--- src/jhgc_ram.sv ---
// ----------------------------------------------------------------------------
// jhgc_ram: glyph row store
// One 32-bit word per glyph row, byte-lane writes, registered read port.
// Lane 0 is the leftmost byte of the row (bits 31..24).
// ----------------------------------------------------------------------------
module jhgc_ram #(
  parameter int DEPTH = 16,
  parameter int AW    = 4
) (
  input  logic          clk,
  input  logic          wr_en,
  input  logic [1:0]    wr_lane,
  input  logic [AW-1:0] wr_addr,
  input  logic [7:0]    wr_byte,
  input  logic          rd_en,
  input  logic [AW-1:0] rd_addr,
  output logic [31:0]   rd_data
);

  logic [31:0] mem [DEPTH];

  always_ff @(posedge clk) begin
    if (wr_en) begin
      mem[wr_addr][{~wr_lane, 3'b000} +: 8] <= wr_byte;
    end
    if (rd_en) begin
      rd_data <= mem[rd_addr];
    end
  end

endmodule

--- config.mk ---
export PLATFORM = sky130hd
export DESIGN_NAME = jhgc_ram
export DESIGN_NICKNAME = d
export VERILOG_FILES = /design/src/jhgc_ram.sv
export SDC_FILE = /design/constraint.sdc
export NUM_CORES = 1
export LEC_CHECK = 0
export ABC_AREA = 1
export BUFFER_PORTS_ARGS = -buffer_cell sky130_fd_sc_hd__buf_2
export CAP_MARGIN = 10
export CELL_PAD_IN_SITES_DETAIL_PLACEMENT = 2
export CELL_PAD_IN_SITES_GLOBAL_PLACEMENT = 2
export CORE_MARGIN = 8
export CORE_UTILIZATION = 38
export CTS_CLUSTER_SIZE = 25
export DETAILED_ROUTE_END_ITERATION = 7
export HOLD_SLACK_MARGIN = 0.02
export PLACE_DENSITY_LB_ADDON = 0.1
export RECOVER_POWER = 25
export SYNTH_ARGS = -nofsm -noshare
export SYNTH_HDL_FRONTEND = slang
export SYNTH_SLANG_ARGS = --single-unit
--- constraint.sdc ---
create_clock -name clk -period 2.3 [get_ports clk]
set_input_delay 0.46 -clock clk [delete_from_list [all_inputs] [get_ports clk]]
set_output_delay 0.46 -clock clk [all_outputs]
set_load 0.01 [all_outputs]
---- Word-level counts from Yosys, hierarchy flattened ----
Memory sizes are Yosys's and may differ from the RTL's. A register that Yosys moved wholly into a read port is not among the register bits.
Cells that the tools add are included.
operators by class
  $add $sub $neg .......................... 1
  shift-type cells ........................ 2
  multiplexer cells ....................... 2
  bitwise operators ....................... 1
operators by type and width
  kind                      number
  $mux W32                  1
  $shift A8 B7 Y32 const A  1
  $shiftx A8 B7 Y32         1
  $neg A5 Y7                1
  $not A2 Y2                1
  $mux W1                   1
word-level totals
  bits in registers ....................... 0
  RAM bits ................................ 512
  input port bits ......................... 21
  output and inout port bits .............. 32
  memories ................................ 1
memories
  name  depth  bits a word  read ports  clocked after memory_dff  wr ports  RTL line  RTL
  mem   16     32           1           1                         1         20        logic [31:0] mem [DEPTH];

---- Logic depth before layout (Yosys ltp) ----
  depth after elaboration ................. 4
  mapped depth ............................ 10

---- Worst setup path before layout ----
OpenSTA, ideal clock, no wires.
  path kind ............................... input to register
  start ................................... input port wr_lane[0]
  end ..................................... memory mem[0][17], data pin
  arrival time ............................ 1.948 ns
  slack ................................... 0.026 ns
  cell stages on the path ................. 6
  path through ............................ clkinv_1 ha_1 inv_1 nor2_1 nand2_1 nor3_1
on the way
  cells in the longest elaborated chain, start to end .. 3
ends and longest elaborated chain
  what               RTL line  RTL
  from (decl)        12        input logic [1:0] wr_lane,
  $not A2 Y2         24        mem[wr_addr][{~wr_lane, 3'b000} +: 8] <= wr_byte;
  $neg A5 Y7         24
  $shiftx A8 B7 Y32  24
  to (decl)          20
No other way between the ends.

==> impl_metrics.py <==
metrics = {
    "cells_and_area": {
        "fin_area_sq_mm": 0.0272,
        "area_delta_synth_final_pct": 14.9,
        "num_antenna_cells": 0,
        "drive_gt1_frac": 0.0990,
        "final_nets": 2425,
    },
    "synth": {
        "synth_seq_area_share": 0.691,
        "yosys_warnings": 0,
        "yosysUniqueCellTypes": 18,
        "avgSynthCellArea_sq_um": 10.5,
        "syn-num-nets": 2286,
        "syn-instance-count": 2260,
        "synth_area_sq_mm": 0.0237,
        "synth.ff_latch_count": 544,
    },
    "floorplanning": {
        "fp.dieW_microns": 265,
        "dieArea_sq_mm": 0.0705,
        "die_h_microns": 265,
        "initial_core_util": 0.384,
        "ios": 53,
        "fp-row-count": 91,
        "core_area_sq_mm": 0.0616,
    },
    "worst_hold_path": {
        "hp-class": "input port to flop",
        "hold_depth": 5,
    },
    "timing": {
        "fmax_mhz": 487,
        "setup_tns_ns": 0,
        "setup_viol_count_final": 0,
        "tightest_slew_ns": 1.36,
        "hold_viol": 0,
        "finalClockSkew_ns": 0.0150,
        "finalCriticalPeriod_ns": 2.05,
        "finalCritPeriodShare": 0.893,
        "slew_viol_final": 0,
        "max_slew_margin": 0.0956,
        "rsz0062_at_grt": "no",
    },
    "pwr": {
        "power.share.sequential": 0.512,
        "p_sw_frac": 0.227,
        "p_leak_nw": 11.9,
        "comb_power_share": 0.061,
        "p_int_mw": 16.6,
        "power.density_mw_per_mm2": 790,
        "max-vdd-ir-drop_uv": 605,
        "power.switching_mw": 4.87,
        "power.share.clock": 0.427,
    },
    "critical_path": {
        "slowest_stage": "buf_2",
        "slowest_delay_ns": 0.89,
        "cp_data_required_time_ns": 2.65,
        "reg2reg_depth": 6,
        "worstPathArrival_ns": 2.40,
        "start_kind": "input port",
        "crit_fanout": 49,
        "worst_path_most_repeated_cell": "nand3_1",
        "path_class": "input port to flop",
        "crit_chain": "clkbuf_8 -> buf_2 -> buf_4 -> nand2_1 -> nand3_1 -> nand3_1 -> nand3_1 -> nand2_1",
        "cp-end-kind": "flop",
    },
    "global_routing": {
        "antenna_found_initial": 2,
        "grt_pass1_wl_mm": 113,
        "grt_usage": 0.212,
        "grt_max_degree": 79,
        "overflow": 0,
        "grt_pass1_vias": 18506,
    },
    "outcome": {
        "status": "finished clean",
    },
    "placed_design": {
        "gp_congestion": 0.780,
        "postPlaceCellArea_sq_mm": 0.0255,
        "port_buffers": 52,
        "hpwl_mm": 47.5,
    },
    "route": {
        "wl_mm": 75.3,
        "firstDrtPassIters": 5,
        "ant_nets": 0,
        "num_vias": 16665,
        "drc": 0,
        "wl_per_cell_microns": 22.9,
        "first_iter_violations": 1098,
        "avgViaCountPerCell": 5.08,
    },
    "clock_tree": {
        "cts_sinks": 544,
        "clkTransAtPathRegs_ns": 0.06,
        "cts_resized": 0,
        "ctsHoldBuffers": 0,
        "root_buffer": "clkbuf_16",
        "cts.path.max_buffers": 3,
        "cts_setup_buffers": 0,
        "clk_latency_ns": 0.61,
        "cts_buffers": 59,
        "h-tree-depth": 2,
        "tritoncts": "built",
    },
    "run": {
        "drv_cap": 0,
    },
}
-- registers in the layout, indices dropped and copies added (netlist names) --
name and count:
mem 512, rd_data 32
-- area by class of cell --
| cell class | instances | area [sq um] |
|---|---|---|
| inverter | 407 | 1540 |
| tap | 837 | 1050 |
| sequential | 544 | 16300 |
| fill | 6404 | 34400 |
| timing repair buffer | 189 | 1370 |
| clock buffer | 74 | 1530 |
| multi-input combinational | 1198 | 5050 |
| clock inverter | 33 | 294 |
-- through the flow --
stage	hold slack, ns	std cells	utilization	worst slack, ns	power [mW]
4_1_cts	0.331	3281	0.444	0.291	21.7
2_1_floorplan	0.572	2260	-	0.0255	12.0
3_3_place_gp	0.720	3174	0.414	-0.214	12.5
5_1_grt	0.443	3282	0.441	0.105	22.1
6_report	0.425	3282	0.441	0.246	21.5
3_5_place_dp	0.746	3174	0.414	-0.356	12.5
-- worst max-delay path: cells and delay by family --
kind          cells  cell delay, ns
buf+inv           3            1.42
simple gates      5            0.45
-- Yosys cell counts --
library cell,n,share of area
edfxtp_1,544,0.69
nor2_1,87,0.014
nor3_1,16,0.0034
or2_2,1,0.00026
buf_8,2,0.0013
inv_1,404,0.064
nand3_1,392,0.083
clkinv_1,1,0.00016
inv_2,1,0.00016
ha_1,5,0.0026
buf_4,9,0.0029
inv_6,1,0.00037
buf_1,14,0.0022
buf_12,1,0.00085
nand2_1,697,0.11
buf_6,25,0.012
clkbuf_1,19,0.0030
buf_2,41,0.0087
-- path summary, 6_finish.rpt --
path	start	to	slack, ns
setup / recovery	rd_addr[0]	rd_data[25]	0.25
hold / removal	rd_addr[2]	rd_data[1]	0.43
setup reg to reg	mem[1][4]	rd_data[4]	1.05
hold reg to reg	mem[10][18]	rd_data[18]	0.75
-- layout by cell type, fill, tap and decap left out, types with 14 or more instances in the layout --
master     netlist  routed
clkbuf_16        0      59
nand3_1        392     392
buf_4            9      93
edfxtp_1       544     544
clkbuf_1        19      45
nand2_1        697     697
buf_12           1      14
inv_1          404     403
nor2_1          87      87
buf_2           41      47
nor3_1          16      16
-- power by group through the flow --
stage,Clock (mW),Sequential (mW),Combinational (mW)
6_report,9.16,11.0,1.30
5_1_grt,9.67,11.0,1.42
4_1_cts,9.34,11.0,1.35
3_5_place_dp,0,11.2,1.33
3_3_place_gp,0,11.2,1.28
2_1_floorplan,0,11.2,0.735
-- kinds of logic (layout without fill, tap and decap cells) --
family / count (synthesis) / after routing / synth area share
buffers and inverters: 518 / 703 / 0.0956
DFF: 544 / 544 / 0.691
and+or+nand+nor: 1193 / 1193 / 0.211
adders and majority gates: 5 / 5 / 0.00265
-- layer usage --
| layer | global-route usage | share of wire | up-vias |
|---|---|---|---|
| li1 | - | - | 7575 |
| met1 | 0.259 | 0.42 | 8598 |
| met2 | 0.385 | 0.51 | 329 |
| met3 | 0.0297 | 0.036 | 159 |
| met4 | 0.0693 | 0.032 | 4 |
| met5 | 0 | 0.00037 | - |
Note: power is estimated with default switching activity, not from simulation.
