==> src/jhgc_pkg.sv <==
// ----------------------------------------------------------------------------
// jhgc_pkg: shared types, constants and tables of the Johab glyph composer
// Beat structs, glyph store geometry, component lookup tables and palette.
// ----------------------------------------------------------------------------
package jhgc_pkg;

  localparam int GLYPH_BYTES = 64;
  localparam int GLYPH_ROWS  = 16;
  localparam int ROW_BYTES   = GLYPH_BYTES / GLYPH_ROWS;

  localparam int SET1_COUNT = 191;
  localparam int SET2_COUNT = 85;
  localparam int SET3_COUNT = 109;

  // Each set lives in its own store, one 32-bit word per glyph row.
  localparam int INI_DEPTH = SET1_COUNT * GLYPH_ROWS;
  localparam int MED_DEPTH = SET2_COUNT * GLYPH_ROWS;
  localparam int FIN_DEPTH = SET3_COUNT * GLYPH_ROWS;
  localparam int INI_AW    = 12;
  localparam int MED_AW    = 11;
  localparam int FIN_AW    = 11;

  // First store row of each set in the flat load address space
  localparam logic [12:0] MED_FIRST_ROW = 13'(INI_DEPTH);
  localparam logic [12:0] FIN_FIRST_ROW = 13'(INI_DEPTH + MED_DEPTH);
  localparam logic [12:0] STORE_ROWS    = 13'(INI_DEPTH + MED_DEPTH + FIN_DEPTH);

  localparam logic [7:0] SET1_LIMIT = 8'(SET1_COUNT);
  localparam logic [7:0] SET_SKEW   = 8'd2;
  localparam logic [7:0] SET2_LIMIT = 8'(SET2_COUNT + 2);
  localparam logic [7:0] SET3_LIMIT = 8'(SET3_COUNT + 2);
  localparam logic [3:0] LAST_ROW   = 4'(GLYPH_ROWS - 1);

  typedef enum logic {
    OP_LOAD   = 1'b0,
    OP_RENDER = 1'b1
  } opcode_t;

  typedef struct packed {
    opcode_t     opcode;
    logic [14:0] load_address;
    logic [7:0]  load_byte;
    logic [15:0] char_code;
  } cmd_t;

  typedef struct packed {
    logic [63:0] row_pixels;
    logic [3:0]  row_number;
    logic        has_final_consonant;
    logic        last_row;
  } row_t;

  // Decoded components: presence and glyph index local to each set
  typedef struct packed {
    logic       ini_ok;
    logic       med_ok;
    logic       fin_ok;
    logic [7:0] ini_loc;
    logic [6:0] med_loc;
    logic [6:0] fin_loc;
  } glyph_sel_t;

  typedef logic signed [13:0] tval_t;

  localparam logic [3:0] PALETTE [4] = '{4'd0, 4'd2, 4'd4, 4'd11};

  localparam tval_t INI_BASE [32] = '{
    -14'sd1, 14'sd0, 14'sd32, 14'sd352, 14'sd672, 14'sd992, 14'sd1312, 14'sd1632,
    14'sd1952, 14'sd2272, 14'sd2592, 14'sd2912, 14'sd3232, 14'sd3552, 14'sd3872,
    14'sd4192, 14'sd4512, 14'sd4832, 14'sd5152, 14'sd5472, 14'sd5792,
    -14'sd1, -14'sd1, -14'sd1, -14'sd1, -14'sd1, -14'sd1, -14'sd1, -14'sd1,
    -14'sd1, -14'sd1, -14'sd1};

  localparam tval_t MED_BASE [32] = '{
    -14'sd1, -14'sd1, 14'sd0, 14'sd128, 14'sd256, 14'sd384, 14'sd512, 14'sd640,
    -14'sd1, -14'sd1, 14'sd768, 14'sd896, 14'sd1024, 14'sd1152, 14'sd1280, 14'sd1408,
    -14'sd1, -14'sd1, 14'sd1536, 14'sd1664, 14'sd1792, 14'sd1920, 14'sd2048,
    14'sd2176, -14'sd1, -14'sd1, 14'sd2304, 14'sd2432, 14'sd2560, 14'sd2688,
    -14'sd1, -14'sd1};

  localparam tval_t FIN_BASE [32] = '{
    -14'sd1, 14'sd0, 14'sd128, 14'sd256, 14'sd384, 14'sd512, 14'sd640, 14'sd768,
    14'sd896, 14'sd1024, 14'sd1152, 14'sd1280, 14'sd1408, 14'sd1536, 14'sd1664,
    14'sd1792, 14'sd1920, 14'sd2048, -14'sd1, 14'sd2176, 14'sd2304, 14'sd2432,
    14'sd2560, 14'sd2688, 14'sd2816, 14'sd2944, 14'sd3072, 14'sd3200, 14'sd3328,
    14'sd3456, -14'sd1, -14'sd1};

  localparam tval_t MED_BY_INI [32] = '{
    -14'sd1, 14'sd0, 14'sd0, 14'sd64, 14'sd64, 14'sd64, 14'sd64, 14'sd64,
    14'sd64, 14'sd64, 14'sd64, 14'sd64, 14'sd64, 14'sd64, 14'sd64, 14'sd64,
    14'sd64, 14'sd0, 14'sd64, 14'sd64, 14'sd64, -14'sd1, -14'sd1, -14'sd1,
    -14'sd1, -14'sd1, -14'sd1, -14'sd1, -14'sd1, -14'sd1, -14'sd1, -14'sd1};

  localparam tval_t INI_BY_MED [32] = '{
    14'sd0, 14'sd0, 14'sd0, 14'sd0, 14'sd0, 14'sd0, 14'sd0, 14'sd0,
    14'sd0, 14'sd0, 14'sd0, 14'sd0, 14'sd0, 14'sd64, 14'sd192, 14'sd192,
    14'sd0, 14'sd0, 14'sd192, 14'sd64, 14'sd128, 14'sd256, 14'sd256, 14'sd256,
    14'sd0, 14'sd0, 14'sd128, 14'sd64, 14'sd192, 14'sd0, 14'sd0, 14'sd0};

  localparam tval_t FIN_BY_MED [32] = '{
    14'sd0, 14'sd0, 14'sd0, 14'sd0, 14'sd64, 14'sd0, 14'sd64, 14'sd32,
    14'sd0, 14'sd0, 14'sd64, 14'sd32, 14'sd64, 14'sd96, 14'sd0, 14'sd64,
    14'sd0, 14'sd0, 14'sd32, 14'sd96, 14'sd96, 14'sd32, 14'sd64, 14'sd32,
    14'sd0, 14'sd0, 14'sd96, 14'sd96, 14'sd32, 14'sd32, 14'sd0, 14'sd0};

  localparam tval_t BY_FIN [32] = '{
    -14'sd1, 14'sd0, 14'sd32, 14'sd32, 14'sd32, 14'sd32, 14'sd32, 14'sd32,
    14'sd32, 14'sd32, 14'sd32, 14'sd32, 14'sd32, 14'sd32, 14'sd32, 14'sd32,
    14'sd32, 14'sd32, -14'sd1, 14'sd32, 14'sd32, 14'sd32, 14'sd32, 14'sd32,
    14'sd32, 14'sd32, 14'sd32, 14'sd32, 14'sd32, 14'sd32, -14'sd1, -14'sd1};

endpackage

==> src/jhgc_overlay.sv <==
// ----------------------------------------------------------------------------
// jhgc_overlay: component row merge and palette map
// Later components overwrite earlier ones where their pixel code is nonzero.
// ----------------------------------------------------------------------------
module jhgc_overlay (
  input  jhgc_pkg::glyph_sel_t sel,
  input  logic [31:0]          ini_row,
  input  logic [31:0]          med_row,
  input  logic [31:0]          fin_row,
  output logic [63:0]          pixels
);

  always_comb begin
    logic [1:0] c;
    logic [1:0] ci;
    logic [1:0] cm;
    logic [1:0] cf;
    pixels = '0;
    for (int p = 0; p < 16; p++) begin
      ci = ini_row[31-2*p -: 2];
      cm = med_row[31-2*p -: 2];
      cf = fin_row[31-2*p -: 2];
      c  = 2'd0;
      if (sel.ini_ok && ci != 2'd0) begin
        c = ci;
      end
      if (sel.med_ok && cm != 2'd0) begin
        c = cm;
      end
      if (sel.fin_ok && cf != 2'd0) begin
        c = cf;
      end
      pixels[63-4*p -: 4] = jhgc_pkg::PALETTE[c];
    end
  end

endmodule
==> config.mk <==
export PLATFORM = sky130hd
export DESIGN_NAME = jhgc_overlay
export DESIGN_NICKNAME = d
export VERILOG_FILES = /design/src/jhgc_pkg.sv /design/src/jhgc_overlay.sv
export SDC_FILE = /design/constraint.sdc
export NUM_CORES = 1
export LEC_CHECK = 0
export BUFFER_PORTS_ARGS = -buffer_cell sky130_fd_sc_hd__buf_2
export CAP_MARGIN = 5
export CORE_AREA = 10 10 61 112
export DETAILED_ROUTE_END_ITERATION = 8
export DIE_AREA = 0 0 71 122
export PLACE_DENSITY = 0.71
export RECOVER_POWER = 100
export SLEW_MARGIN = 20
export SYNTH_ARGS = -nofsm -noshare
export SYNTH_HDL_FRONTEND = slang
export SYNTH_SLANG_ARGS = --single-unit
==> constraint.sdc <==
create_clock -name vclk -period 1.62
set_input_delay 0.243 -clock vclk [all_inputs]
set_output_delay 0.243 -clock vclk [all_outputs]
set_load 0.05 [all_outputs]
=== Word level (Yosys, flattened, before mapping) ===
Cells that the tools add are included.

* Bits in registers: 0
* Input bits: 121
* Output and inout port bits: 64
* Word-level logic and storage cells: 224

* $lt $le $gt $ge: 16
* Mux-type cells: 96
* Bitwise operators: 16
* Reduce and logical (&&, ||, !) cells: 96

{| class="wikitable"
|+ Operators by type and width
! operator !! count
|-
| binary-select mux 4 bit (select 2 bit) || 16
|-
| 2-to-1 mux 4 bit || 32
|-
| 2-to-1 mux 2 bit || 48
|-
| nonzero test 2 bit || 48
|-
| >= comparator 3 bit, second input constant || 16
|-
| logical AND 1 bit || 48
|-
| inverter 2 -> 3 bit || 16
|}

=== Depth between registers and ports, before layout ===
* Word-level depth: 9
* Depth in mapped cells: 6
* Depth with buffers taken out: 4

=== Worst setup path before layout ===
No wires, ideal clock.

* Path kind: input to output
* From: in sel[23] (netlist bit)
* To: out pixels[39]
* Data arrival time: 2,197 ps
* Required time: 1,377 ps
* Slack: -820 ps
* Cell stages on the path: 6
* Buffers on the path: 3
* Cell sequence: buf_6 buf_12 nand2_2 a32oi_2 o21ai_0 buf_4

* Longest elaborated chain between the ends: 7

{| class="wikitable"
|+ RTL lines
! what !! RTL line !! text
|-
| start: declaration || jhgc_overlay.sv:6 || <nowiki>input jhgc_pkg::glyph_sel_t sel,</nowiki>
|-
| logical AND 1 bit || jhgc_overlay.sv:27 || <nowiki>if (sel.med_ok && cm != 2'd0) begin</nowiki>
|-
| 2-to-1 mux 2 bit || jhgc_overlay.sv:27 ||
|-
| 2-to-1 mux 2 bit || jhgc_overlay.sv:30 || <nowiki>if (sel.fin_ok && cf != 2'd0) begin</nowiki>
|-
| inverter 2 -> 3 bit (implied by the code) || jhgc_overlay.sv:33 || <nowiki>pixels[63-4*p -: 4] = jhgc_pkg::PALETTE[c];</nowiki>
|-
| binary-select mux 4 bit (select 2 bit) || jhgc_overlay.sv:33 ||
|-
| 2-to-1 mux 4 bit (implied by the code) (2 in a row) || jhgc_overlay.sv:33 ||
|-
| end: declaration || jhgc_overlay.sv:10 || <nowiki>output logic [63:0] pixels</nowiki>
|}

No other way between the ends. The select of a mux whose other input is x is not followed.

=== Worst setup path in the final report ===
* From: in sel[24] (netlist bit)
* To: out pixels[62]

* Longest elaborated chain between the ends: 8

{| class="wikitable"
|+ RTL lines
! what !! RTL line !! text
|-
| logical AND 1 bit || jhgc_overlay.sv:24 || <nowiki>if (sel.ini_ok && ci != 2'd0) begin</nowiki>
|-
| 2-to-1 mux 2 bit || jhgc_overlay.sv:24 ||
|-
| 2-to-1 mux 2 bit || jhgc_overlay.sv:27 ||
|-
| 2-to-1 mux 2 bit || jhgc_overlay.sv:30 ||
|-
| inverter 2 -> 3 bit (implied by the code) || jhgc_overlay.sv:33 ||
|-
| binary-select mux 4 bit (select 2 bit) || jhgc_overlay.sv:33 ||
|-
| 2-to-1 mux 4 bit (implied by the code) (2 in a row) || jhgc_overlay.sv:33 ||
|}

No other way between the ends. The select of a mux whose other input is x is not followed.

==> results.tsv <==
metric	value	unit
outcome	complete, no violations	
place_congestion	0.814	
viasPerCell	5.22	
grt_first_pass_wirelength	10700	um
critPathMaxStageDelay	240	ps
synth.top_cell.area_share	15.6	%
drive_gt1_share	65.2	%
irDropWorstVdd	0.000471	V
slew_violations	0	
rsz0062_at_grt	true	
cp-end-kind	output port	
crit_required	1380	ps
busiest_layer	met2	
yosysMostFrequentCell	nand2_1	
path_cells	buf_2, buf_4, and2_1, o221ai_2, nand2_2, nor2_4, buf_6	
die-area	0.00866	mm^2
ys_top_cells_by_count	51 x nand2_1, 17 x a21oi_1, 17 x o21ai_0	
hold_viol	0	
sequential_cell_total	0	
worstPathMaxFanout	13	
firstDrtPassIters	4	
nClkBuffers	0	
setup-violations-final	0	
gr-usage-met1	12.9	%
wire_per_inst	16.7	um
die_w	71	um
worst_path_dominant_cell_family	buffers and inverters	
placementRows	37	
worst_setup_path_start_kind	input pin	
maxSlewHeadroom	77.8	%
timing.fmax	0.630	GHz
wirelength	7070	um
yosys-top-cells-area	o221ai_2 16%, nand2_1 13%, o211a_1 10%, buf_4 8.3%, o21a_1 7.3%	
die_y	122	um
worstPathArrival	1340	ps
hold_depth	3	
hold_buffers	0	
post-cts-setup-buffers	0	
grt_overflow_total	0	
grt_pass1_vias	2363	
yosysWarnings	0	
period_share	98.0	%
syn2layout_area_growth	90.3	%
postPlaceCellArea	0.00258	mm^2
route.detailed.drc	0	
antenna_found_initial	0	
seq_area_frac_synth	0	%
post-place-ws	-38.6	ps
critical_path_buf_inv_count	3	
synth_nets	341	
worstMarginPinSlew	333	ps
drt.antenna.violating_nets	0	
io_buffers	163	
grt_use_total	14.2	%
critPathKind	input pin to output port	
nNetsFinal	488	
drtIter0Drc	107	
num_vias	2213	
path_depth	7	
crit_slowest_cell	o221ai_2	
netlist_instances	220	
io_pins	185	
hpwl	6220	um
power	0.00156	W
grt_max_degree	24	
setup_slack	32.1	ps
start_util	28.4	%
max-cap-violations	0	
post-route-util	54.0	%
yosysTopAreaCell	o221ai_2	
core_area	0.00509	mm^2
met3_usage	4.64	%
design_area	0.00275	mm^2
powerDensity	566	mW/mm^2
syn_avg_cell_area	6.57	um^2
syn-cell-area	0.00145	mm^2
ff_latch_area	0	um^2
synth.distinct_cells	20	
fin_crit	1590	ps
grt_use_met2	29.0	%
holdCritPathClass	input pin to output port	
power_leakage	1.34	nW
-- layout make-up --
class,instances,area [um^2]
multi-input combinational,192,1600
fill,499,2340
antenna,1,2.50
timing repair buffer,173,1070
tap,58,72.6
-- where the power goes --
part | switching, W | total [W] | leakage (nW) | internal, W
clock network | 0 | 0.0000000000825 | 0.00000634 | 0.0000000000825
logic | 0.00105 | 0.00156 | 1.34 | 0.000510
registers | 0 | 0 | 0 | 0
total | 0.00105 | 0.00156 | 1.34 | 0.000510
-- layout by cell type (no fill, tap or decap) --
cell type	instances
nand2_1	48
buf_6	8
nand2_4	12
a21oi_2	1
nor2_2	1
buf_8	2
a21o_1	1
nand2_2	3
a21oi_1	1
a21oi_4	15
o21a_1	14
o221ai_4	4
diode_2	1
buf_4	41
clkbuf_2	9
a32oi_2	1
buf_2	105
o21ai_2	2
o21ai_0	9
buf_12	1
a32o_1	1
o211a_1	15
o21ai_1	6
clkbuf_4	7
nor2_4	14
a22oi_1	1
o21a_4	1
o221ai_2	11
nand3_1	16
and2_1	15
-- final timing paths --
path	startpoint	slack, ps	end
worst max-delay path	sel[24]	30	pixels[62]
worst min-delay path	fin_row[18]	820	pixels[38]
-- metal layers --
metal	part of all wire [%]	wire [um]
met1	32	2270
met2	58	4100
met3	8.5	603
met4	1.4	100
met5	0	0
-- cells by family after synthesis --
family,Yosys count,share of synthesized area (%)
AO/OA/AOI/OAI,83,48.9
AND/OR/NAND/NOR,109,36.3
buffers and inverters,28,14.8
-- metrics by stage --
| step | cells | hold WS [ps] | setup TNS (ps) |
|---|---|---|---|
| final | 424 | 820 | 0 |
| after floorplan | 220 | 636 | -796 |
| after global routing | 423 | 827 | -411 |
| after detailed placement | 423 | 874 | -312 |
| after global placement | 423 | 867 | -92.5 |
| after CTS | 423 | 850 | -29.4 |
-- repair_timing --
item	4_1_cts	5_1_grt
gates resized for setup	14	85
endpoints found under the setup margin	18	52
pin swaps	0	9
Power figures use the tool's default switching activity.
