<file path="src/jhgc_pkg.sv">
// ----------------------------------------------------------------------------
// jhgc_pkg: shared types, constants and tables of the Johab glyph composer
// Beat structs, glyph store geometry, component lookup tables and palette.
// ----------------------------------------------------------------------------
package jhgc_pkg;

  localparam int GLYPH_BYTES = 64;
  localparam int GLYPH_ROWS  = 16;
  localparam int ROW_BYTES   = GLYPH_BYTES / GLYPH_ROWS;

  localparam int SET1_COUNT = 191;
  localparam int SET2_COUNT = 85;
  localparam int SET3_COUNT = 109;

  // Each set lives in its own store, one 32-bit word per glyph row.
  localparam int INI_DEPTH = SET1_COUNT * GLYPH_ROWS;
  localparam int MED_DEPTH = SET2_COUNT * GLYPH_ROWS;
  localparam int FIN_DEPTH = SET3_COUNT * GLYPH_ROWS;
  localparam int INI_AW    = 12;
  localparam int MED_AW    = 11;
  localparam int FIN_AW    = 11;

  // First store row of each set in the flat load address space
  localparam logic [12:0] MED_FIRST_ROW = 13'(INI_DEPTH);
  localparam logic [12:0] FIN_FIRST_ROW = 13'(INI_DEPTH + MED_DEPTH);
  localparam logic [12:0] STORE_ROWS    = 13'(INI_DEPTH + MED_DEPTH + FIN_DEPTH);

  localparam logic [7:0] SET1_LIMIT = 8'(SET1_COUNT);
  localparam logic [7:0] SET_SKEW   = 8'd2;
  localparam logic [7:0] SET2_LIMIT = 8'(SET2_COUNT + 2);
  localparam logic [7:0] SET3_LIMIT = 8'(SET3_COUNT + 2);
  localparam logic [3:0] LAST_ROW   = 4'(GLYPH_ROWS - 1);

  typedef enum logic {
    OP_LOAD   = 1'b0,
    OP_RENDER = 1'b1
  } opcode_t;

  typedef struct packed {
    opcode_t     opcode;
    logic [14:0] load_address;
    logic [7:0]  load_byte;
    logic [15:0] char_code;
  } cmd_t;

  typedef struct packed {
    logic [63:0] row_pixels;
    logic [3:0]  row_number;
    logic        has_final_consonant;
    logic        last_row;
  } row_t;

  // Decoded components: presence and glyph index local to each set
  typedef struct packed {
    logic       ini_ok;
    logic       med_ok;
    logic       fin_ok;
    logic [7:0] ini_loc;
    logic [6:0] med_loc;
    logic [6:0] fin_loc;
  } glyph_sel_t;

  typedef logic signed [13:0] tval_t;

  localparam logic [3:0] PALETTE [4] = '{4'd0, 4'd2, 4'd4, 4'd11};

  localparam tval_t INI_BASE [32] = '{
    -14'sd1, 14'sd0, 14'sd32, 14'sd352, 14'sd672, 14'sd992, 14'sd1312, 14'sd1632,
    14'sd1952, 14'sd2272, 14'sd2592, 14'sd2912, 14'sd3232, 14'sd3552, 14'sd3872,
    14'sd4192, 14'sd4512, 14'sd4832, 14'sd5152, 14'sd5472, 14'sd5792,
    -14'sd1, -14'sd1, -14'sd1, -14'sd1, -14'sd1, -14'sd1, -14'sd1, -14'sd1,
    -14'sd1, -14'sd1, -14'sd1};

  localparam tval_t MED_BASE [32] = '{
    -14'sd1, -14'sd1, 14'sd0, 14'sd128, 14'sd256, 14'sd384, 14'sd512, 14'sd640,
    -14'sd1, -14'sd1, 14'sd768, 14'sd896, 14'sd1024, 14'sd1152, 14'sd1280, 14'sd1408,
    -14'sd1, -14'sd1, 14'sd1536, 14'sd1664, 14'sd1792, 14'sd1920, 14'sd2048,
    14'sd2176, -14'sd1, -14'sd1, 14'sd2304, 14'sd2432, 14'sd2560, 14'sd2688,
    -14'sd1, -14'sd1};

  localparam tval_t FIN_BASE [32] = '{
    -14'sd1, 14'sd0, 14'sd128, 14'sd256, 14'sd384, 14'sd512, 14'sd640, 14'sd768,
    14'sd896, 14'sd1024, 14'sd1152, 14'sd1280, 14'sd1408, 14'sd1536, 14'sd1664,
    14'sd1792, 14'sd1920, 14'sd2048, -14'sd1, 14'sd2176, 14'sd2304, 14'sd2432,
    14'sd2560, 14'sd2688, 14'sd2816, 14'sd2944, 14'sd3072, 14'sd3200, 14'sd3328,
    14'sd3456, -14'sd1, -14'sd1};

  localparam tval_t MED_BY_INI [32] = '{
    -14'sd1, 14'sd0, 14'sd0, 14'sd64, 14'sd64, 14'sd64, 14'sd64, 14'sd64,
    14'sd64, 14'sd64, 14'sd64, 14'sd64, 14'sd64, 14'sd64, 14'sd64, 14'sd64,
    14'sd64, 14'sd0, 14'sd64, 14'sd64, 14'sd64, -14'sd1, -14'sd1, -14'sd1,
    -14'sd1, -14'sd1, -14'sd1, -14'sd1, -14'sd1, -14'sd1, -14'sd1, -14'sd1};

  localparam tval_t INI_BY_MED [32] = '{
    14'sd0, 14'sd0, 14'sd0, 14'sd0, 14'sd0, 14'sd0, 14'sd0, 14'sd0,
    14'sd0, 14'sd0, 14'sd0, 14'sd0, 14'sd0, 14'sd64, 14'sd192, 14'sd192,
    14'sd0, 14'sd0, 14'sd192, 14'sd64, 14'sd128, 14'sd256, 14'sd256, 14'sd256,
    14'sd0, 14'sd0, 14'sd128, 14'sd64, 14'sd192, 14'sd0, 14'sd0, 14'sd0};

  localparam tval_t FIN_BY_MED [32] = '{
    14'sd0, 14'sd0, 14'sd0, 14'sd0, 14'sd64, 14'sd0, 14'sd64, 14'sd32,
    14'sd0, 14'sd0, 14'sd64, 14'sd32, 14'sd64, 14'sd96, 14'sd0, 14'sd64,
    14'sd0, 14'sd0, 14'sd32, 14'sd96, 14'sd96, 14'sd32, 14'sd64, 14'sd32,
    14'sd0, 14'sd0, 14'sd96, 14'sd96, 14'sd32, 14'sd32, 14'sd0, 14'sd0};

  localparam tval_t BY_FIN [32] = '{
    -14'sd1, 14'sd0, 14'sd32, 14'sd32, 14'sd32, 14'sd32, 14'sd32, 14'sd32,
    14'sd32, 14'sd32, 14'sd32, 14'sd32, 14'sd32, 14'sd32, 14'sd32, 14'sd32,
    14'sd32, 14'sd32, -14'sd1, 14'sd32, 14'sd32, 14'sd32, 14'sd32, 14'sd32,
    14'sd32, 14'sd32, 14'sd32, 14'sd32, 14'sd32, 14'sd32, -14'sd1, -14'sd1};

endpackage

</file>
<file path="src/jhgc_decode.sv">
// ----------------------------------------------------------------------------
// jhgc_decode: Johab code to component glyph selection
// Table lookups on the three 5-bit fields, offset sums and set range checks.
// ----------------------------------------------------------------------------
module jhgc_decode (
  input  logic [15:0]          char_code,
  output jhgc_pkg::glyph_sel_t sel
);

  logic [4:0]      fi;
  logic [4:0]      mi;
  logic [4:0]      li;
  jhgc_pkg::tval_t ini_b;
  jhgc_pkg::tval_t med_b;
  jhgc_pkg::tval_t fin_b;
  jhgc_pkg::tval_t ini_v;
  jhgc_pkg::tval_t med_v;
  jhgc_pkg::tval_t fin_v;
  logic [7:0]      med_q;
  logic [7:0]      fin_q;
  logic            ini_ok;
  logic            med_ok;
  logic            fin_ok;

  assign fi = char_code[14:10];
  assign mi = char_code[9:5];
  assign li = char_code[4:0];

  assign ini_b = jhgc_pkg::INI_BASE[fi];
  assign med_b = jhgc_pkg::MED_BASE[mi];
  assign fin_b = jhgc_pkg::FIN_BASE[li];

  // a zero base (first glyph of a set) takes no variant offset
  assign ini_v = (ini_b > 14'sd0) ?
                 ini_b + jhgc_pkg::INI_BY_MED[mi] + jhgc_pkg::BY_FIN[li] : ini_b;
  assign med_v = med_b + jhgc_pkg::MED_BY_INI[fi] + jhgc_pkg::BY_FIN[li] - 14'sd3;
  assign fin_v = fin_b + jhgc_pkg::FIN_BY_MED[mi] - 14'sd3;

  assign med_q = med_v[12:5];
  assign fin_q = fin_v[12:5];

  assign ini_ok = !ini_v[13] && (ini_v[12:5] < jhgc_pkg::SET1_LIMIT);
  assign med_ok = (med_b > 14'sd0) && !med_v[13] &&
                  (med_q >= jhgc_pkg::SET_SKEW) && (med_q < jhgc_pkg::SET2_LIMIT);
  assign fin_ok = (fin_b > 14'sd0) && !fin_v[13] &&
                  (fin_q >= jhgc_pkg::SET_SKEW) && (fin_q < jhgc_pkg::SET3_LIMIT);

  always_comb begin
    sel.ini_ok  = ini_ok;
    sel.med_ok  = med_ok;
    sel.fin_ok  = fin_ok;
    sel.ini_loc = ini_ok ? ini_v[12:5] : 8'd0;
    sel.med_loc = med_ok ? 7'(med_q - jhgc_pkg::SET_SKEW) : 7'd0;
    sel.fin_loc = fin_ok ? 7'(fin_q - jhgc_pkg::SET_SKEW) : 7'd0;
  end

endmodule

</file>
<file path="config.mk">
export PLATFORM = sky130hd
export DESIGN_NAME = jhgc_decode
export DESIGN_NICKNAME = d
export VERILOG_FILES = /design/src/jhgc_pkg.sv /design/src/jhgc_decode.sv
export SDC_FILE = /design/constraint.sdc
export NUM_CORES = 1
export LEC_CHECK = 0
export BUFFER_PORTS_ARGS = -buffer_cell sky130_fd_sc_hd__buf_2
export CAP_MARGIN = 20
export CORE_MARGIN = 10
export CORE_UTILIZATION = 40
export DETAILED_ROUTE_END_ITERATION = 8
export SLEW_MARGIN = 40
export SYNTH_ARGS = -nofsm -noshare
export SYNTH_HDL_FRONTEND = slang
export SYNTH_SLANG_ARGS = --single-unit
export TNS_END_PERCENT = 30
</file>
<file path="constraint.sdc">
create_clock -name vclk -period 4.8
set_input_delay 0.24 -clock vclk [all_inputs]
set_output_delay 0.24 -clock vclk [all_outputs]
set_load 0.02 [all_outputs]
</file>
=== Word-level counts from Yosys, hierarchy flattened ===
Memory sizes are Yosys's and may differ from the RTL's.
Cells that the tools add are included.
W data, S select, Z words.

* Bitwise logic cells: 3
* $add $sub $neg: 9
* Multiplexer cells: 18
* Reductions and logical operators: 10
* $lt $le $gt $ge: 11

{| class="wikitable"
|+ Operator list
! cell !! count
|-
| $mux W14 || 15
|-
| $add A14 B14 Y14 || 5
|-
| $gt A14 B1 Y1 const B || 3
|-
| $sub A14 B3 Y14 const B || 2
|-
| $ge A6 B6 Y1 const B || 3
|-
| $not A5 Y6 || 3
|-
| $ge A8 B2 Y1 const B || 2
|-
| $lt A8 B7 Y1 const B || 2
|-
| $mux W7 || 2
|-
| $sub A7 B2 Y7 const B || 2
|-
| $lt A8 B8 Y1 const B || 1
|-
| $mux W8 || 1
|-
| $logic_and A1 B1 Y1 || 7
|-
| $logic_not A1 Y1 || 3
|}

* Output and inout bits: 25
* Input bits: 16
* Flip-flop bits (word level): 0
* Logic and storage cells: 58
* Memories: 7
* Bits in read-only memories: 3136

{| class="wikitable"
|+ Memory list
! memory !! depth !! bits a word !! rd ports !! clocked after Yosys merged registers in !! write ports !! line !! text
|-
| (name not given) || 32 || 14 || 1 || 0 || 0 || jhgc_decode.sv:37 || <nowiki>assign fin_v = fin_b + jhgc_pkg::FIN_BY_MED[mi] - 14'sd3;</nowiki>
|-
| (name not given) || 32 || 14 || 1 || 0 || 0 || jhgc_decode.sv:36 || <nowiki>assign med_v = med_b + jhgc_pkg::MED_BY_INI[fi] + jhgc_pkg::BY_FIN[li] - 14'sd3;</nowiki>
|-
| (name not given) || 32 || 14 || 1 || 0 || 0 || jhgc_decode.sv:36 ||
|-
| (name not given) || 32 || 14 || 1 || 0 || 0 || jhgc_decode.sv:35 || <nowiki>ini_b + jhgc_pkg::INI_BY_MED[mi] + jhgc_pkg::BY_FIN[li] : ini_b;</nowiki>
|-
| (name not given) || 32 || 14 || 1 || 0 || 0 || jhgc_decode.sv:31 || <nowiki>assign fin_b = jhgc_pkg::FIN_BASE[li];</nowiki>
|-
| (name not given) || 32 || 14 || 1 || 0 || 0 || jhgc_decode.sv:30 || <nowiki>assign med_b = jhgc_pkg::MED_BASE[mi];</nowiki>
|-
| 1 more memories || - || - || - || - || - || - ||
|}

=== Longest topological paths before layout ===
* Depth in word-level cells: 12
* Gate-level depth with buffers: 20
* Depth with buffers taken out: 20

=== Least setup slack after synthesis ===
Ideal clock, no wire load.

* Kind: input to output
* From: input char_code[10]
* To: output sel[10] in the netlist's numbering
* Setup slack: -0.347 ns
* Stages on the path: 17
* Arrival: 4.907 ns
* Data required time: 4.560 ns
* Buffers on the path: 0
* Path through: inv_1 > ha_1 > nand2b_1 > a21boi_1 > nor2_1 > inv_1 > fa_1 > ha_1 > or2_2 > ha_1 > o21bai_1 > a2111oi_0 > o21a_1 > o21ai_1 > a221oi_1 > o2111ai_1 > a211oi_1

{| class="wikitable"
|+ RTL lines
! what !! line !! text
|-
| from (decl) || jhgc_decode.sv:6 || <nowiki>input logic [15:0] char_code,</nowiki>
|-
| to (decl) || jhgc_decode.sv:7 || <nowiki>output jhgc_pkg::glyph_sel_t sel</nowiki>
|}

==> flow_summary_export.csv <==
group,metric,value,unit
status,status,"finished, final reports clean",
placed_design,dp.cells,704,
power,power_frac_comb,100.0,%
critical_path,crit_path_end_kind,"primary output",
floorplan,die_y,117,microns
power,seq_power_share,0,%
synthesis,synthesis.area,0.00379,sq mm
finish,final_cell_mix,"66 x ha_1, 59 x inv_1, 42 x buf_4",
critical_path,path_max_fanout,7,
power,switching_share,57.7,%
finish,area_delta_synth_final,23.7,%
global_routing,grt_pass1_vias,3637,
timing,final.period_utilization,97.1,%
synthesis,synthCells,521,
floorplan,die_x,117,microns
job,drv_cap,0,
timing,tns,0,ns
routing,drt.antenna.violating_nets,0,
synthesis,yosysUniqueCellTypes,75,
synthesis,ys.warnings.count,0,
finish,final_nets,683,
floorplan,start_util,41.1,%
power,switchingPower,0.929,mW
placed_design,port_buffers,40,
timing,rsz0062_at_grt,"yes",
timing,setup_viol,0,
timing,slew-limit-headroom,59.3,%
finish,final_common_cell,"ha_1",
power,p_int,0.680,mW
critical_path,cp.required,4.56,ns
finish,antenna_cells,0,
finish,fillers,903,
timing,max_freq,0.215,GHz
power,ir_worst_vdd,0.000275,V
timing,hold_violations,0,
floorplan,dieArea,0.0138,sq mm
finish,drive_gt1_share,23.8,%
routing,wire_per_inst,13.5,microns
critical_path,setup.worst_path.class,"input port to primary output",
synthesis,synth-seq-area-share,0,%
critical_path,path_cells,"buf_2 -> inv_1 -> ha_2 -> mux2i_1 -> o21ai_4 -> clkinvlp_4 -> fa_1 -> ha_1 -> or2_2 -> ha_2 -> nor2_4 -> nand2_1 -> o21a_2 -> or3_4 -> a221oi_4 -> o2111ai_4 -> buf_12 -> a211oi_4 -> buf_2",
global_routing,grt_start_max_net_pins,24,
critical_path,start_kind,"input port",
floorplan,boundaryPins,41,
power,p_total,1.61,mW
critical_path,crit_buf_inv,5,
floorplan,num_rows,35,
routing,drt-total-wl,9570,microns
synthesis,syn_nets,621,
timing,fin_crit,4.66,ns
finish,final_util,50.8,%
min_path,hp-class,"input port to primary output",
timing,tightest_slew,0.607,ns
global_routing,grt_pass1_wl,16400,microns
power,p_leak,2.17,nW
routing,num_vias,3851,
timing,maxSlewViolCount,0,
critical_path,cpMaxStageDelayCell,"fa_1",
finish,final_cells,710,
global_routing,antenna_found_initial,0,
global_routing,grt_overflow,0,
routing,drtPass1Iterations,4,
floorplan,core-area,0.00924,sq mm
timing,finalHoldWorstSlack,1.27,ns
finish,final.clkbuf_count,0,
placed_design,place_congestion,0.872,
routing,drt-initial-drc-count,175,
finish,regArea,0,sq um
clocking,holdBufCountCts,0,
synthesis,syn_avg_cell_area,7.28,sq um
critical_path,max_stage_delay,0.46,ns
routing,routed_via_density,5.42,
global_routing,track_usage,12.8,%
power,power_density,343,mW/mm^2
routing,drc,0,
critical_path,critPathArrivalTime,4.42,ns
power,pwr-share-clk,0,%
finish,seq_cells,0,
placed_design,dp_hpwl,7950,microns
critical_path,path_delay_family,"compound AO/OA/AOI/OAI gates",
-- final timing paths --
| check | start | endpoint | slack, ns | depth (start not counted) |
|---|---|---|---|---|
| setup / recovery | char_code[0] | sel[7] | 0.14 | 19 |
| hold / removal | char_code[13] | sel[14] | 1.27 | 6 |
-- synthesized netlist by cell type (3+ instances only) --
library cell | number | area share [%]
ha_1 | 72 | 24
inv_1 | 61 | 6.0
nor2_1 | 38 | 3.8
a21oi_1 | 35 | 4.6
nand2_1 | 31 | 3.1
xnor2_1 | 21 | 4.8
nor3_1 | 20 | 2.6
o21ai_0 | 17 | 2.2
a211oi_1 | 16 | 3.2
fa_1 | 12 | 6.3
nand3_1 | 12 | 1.6
clkbuf_1 | 11 | 1.1
nor4_1 | 11 | 1.8
o21ai_1 | 10 | 1.3
mux2i_1 | 8 | 2.1
nand2b_1 | 8 | 1.3
xor2_1 | 8 | 1.8
nor2b_1 | 7 | 1.2
o21a_1 | 7 | 1.4
a21o_1 | 6 | 1.2
and3_1 | 6 | 0.99
a31oi_1 | 5 | 0.82
buf_4 | 5 | 0.99
o21bai_1 | 5 | 0.99
a2111oi_0 | 4 | 0.92
nand3b_1 | 4 | 0.79
o211ai_1 | 4 | 0.79
a221oi_1 | 3 | 0.69
mux2_2 | 3 | 0.89
nor4b_1 | 3 | 0.69
o2111a_1 | 3 | 0.89
o211a_1 | 3 | 0.79
o22ai_1 | 3 | 0.49
o31ai_1 | 3 | 0.59
or3_1 | 3 | 0.49
-- kinds of logic after synthesis --
logic type | after synthesis | synth area share (%)
compound gates | 153 | 28.2
xor+xnor | 30 | 7.12
fa+ha+maj | 84 | 30.1
buf+inv | 83 | 9.17
mux | 12 | 3.59
simple gates | 159 | 21.8
-- per-stage QoR --
step / worst slack [ns] / cell area (sq um)
finish: 0.140 / 4690
global route: -0.0372 / 4690
CTS: 0.00712 / 4540
detailed placement: -0.0673 / 4500
global placement: 0.0667 / 4500
floorplan: 0.0255 / 3980
-- area by class of cell --
| class | instances | area, sq um | area share, % |
|---|---|---|---|
| Multi-Input combinational cell | 438 | 3750 | 80.0 |
| Timing Repair Buffer | 81 | 541 | 11.5 |
| Inverter | 62 | 236 | 5.04 |
| Tap cell | 129 | 161 | 3.44 |
-- power by group through the flow --
stage | sequential, mW | clock [mW] | combinational, mW
2_1_floorplan | 0 | 0 | 1.14
3_3_place_gp | 0 | 0 | 1.44
3_5_place_dp | 0 | 0 | 1.47
4_1_cts | 0 | 0 | 1.52
5_1_grt | 0 | 0 | 1.77
6_report | 0 | 0 | 1.61
-- per-layer routing --
layer	global-route usage, %	vias to the layer above	part of all wire, %
met5	0	-	0
met4	0.235	0	0.45
met3	1.20	4	3.0
met2	22.7	51	49
met1	17.0	1782	47
li1	-	2014	-
-- what timing repair did --
item / in CTS / in global routing
endpoints found under the setup margin: 7 / 15
pin swaps: 1 / 4
setup buffers: 2 / 4
cloned: 0 / 0
resized for setup: 1 / 29
Note: power is estimated with default switching activity, not from simulation.
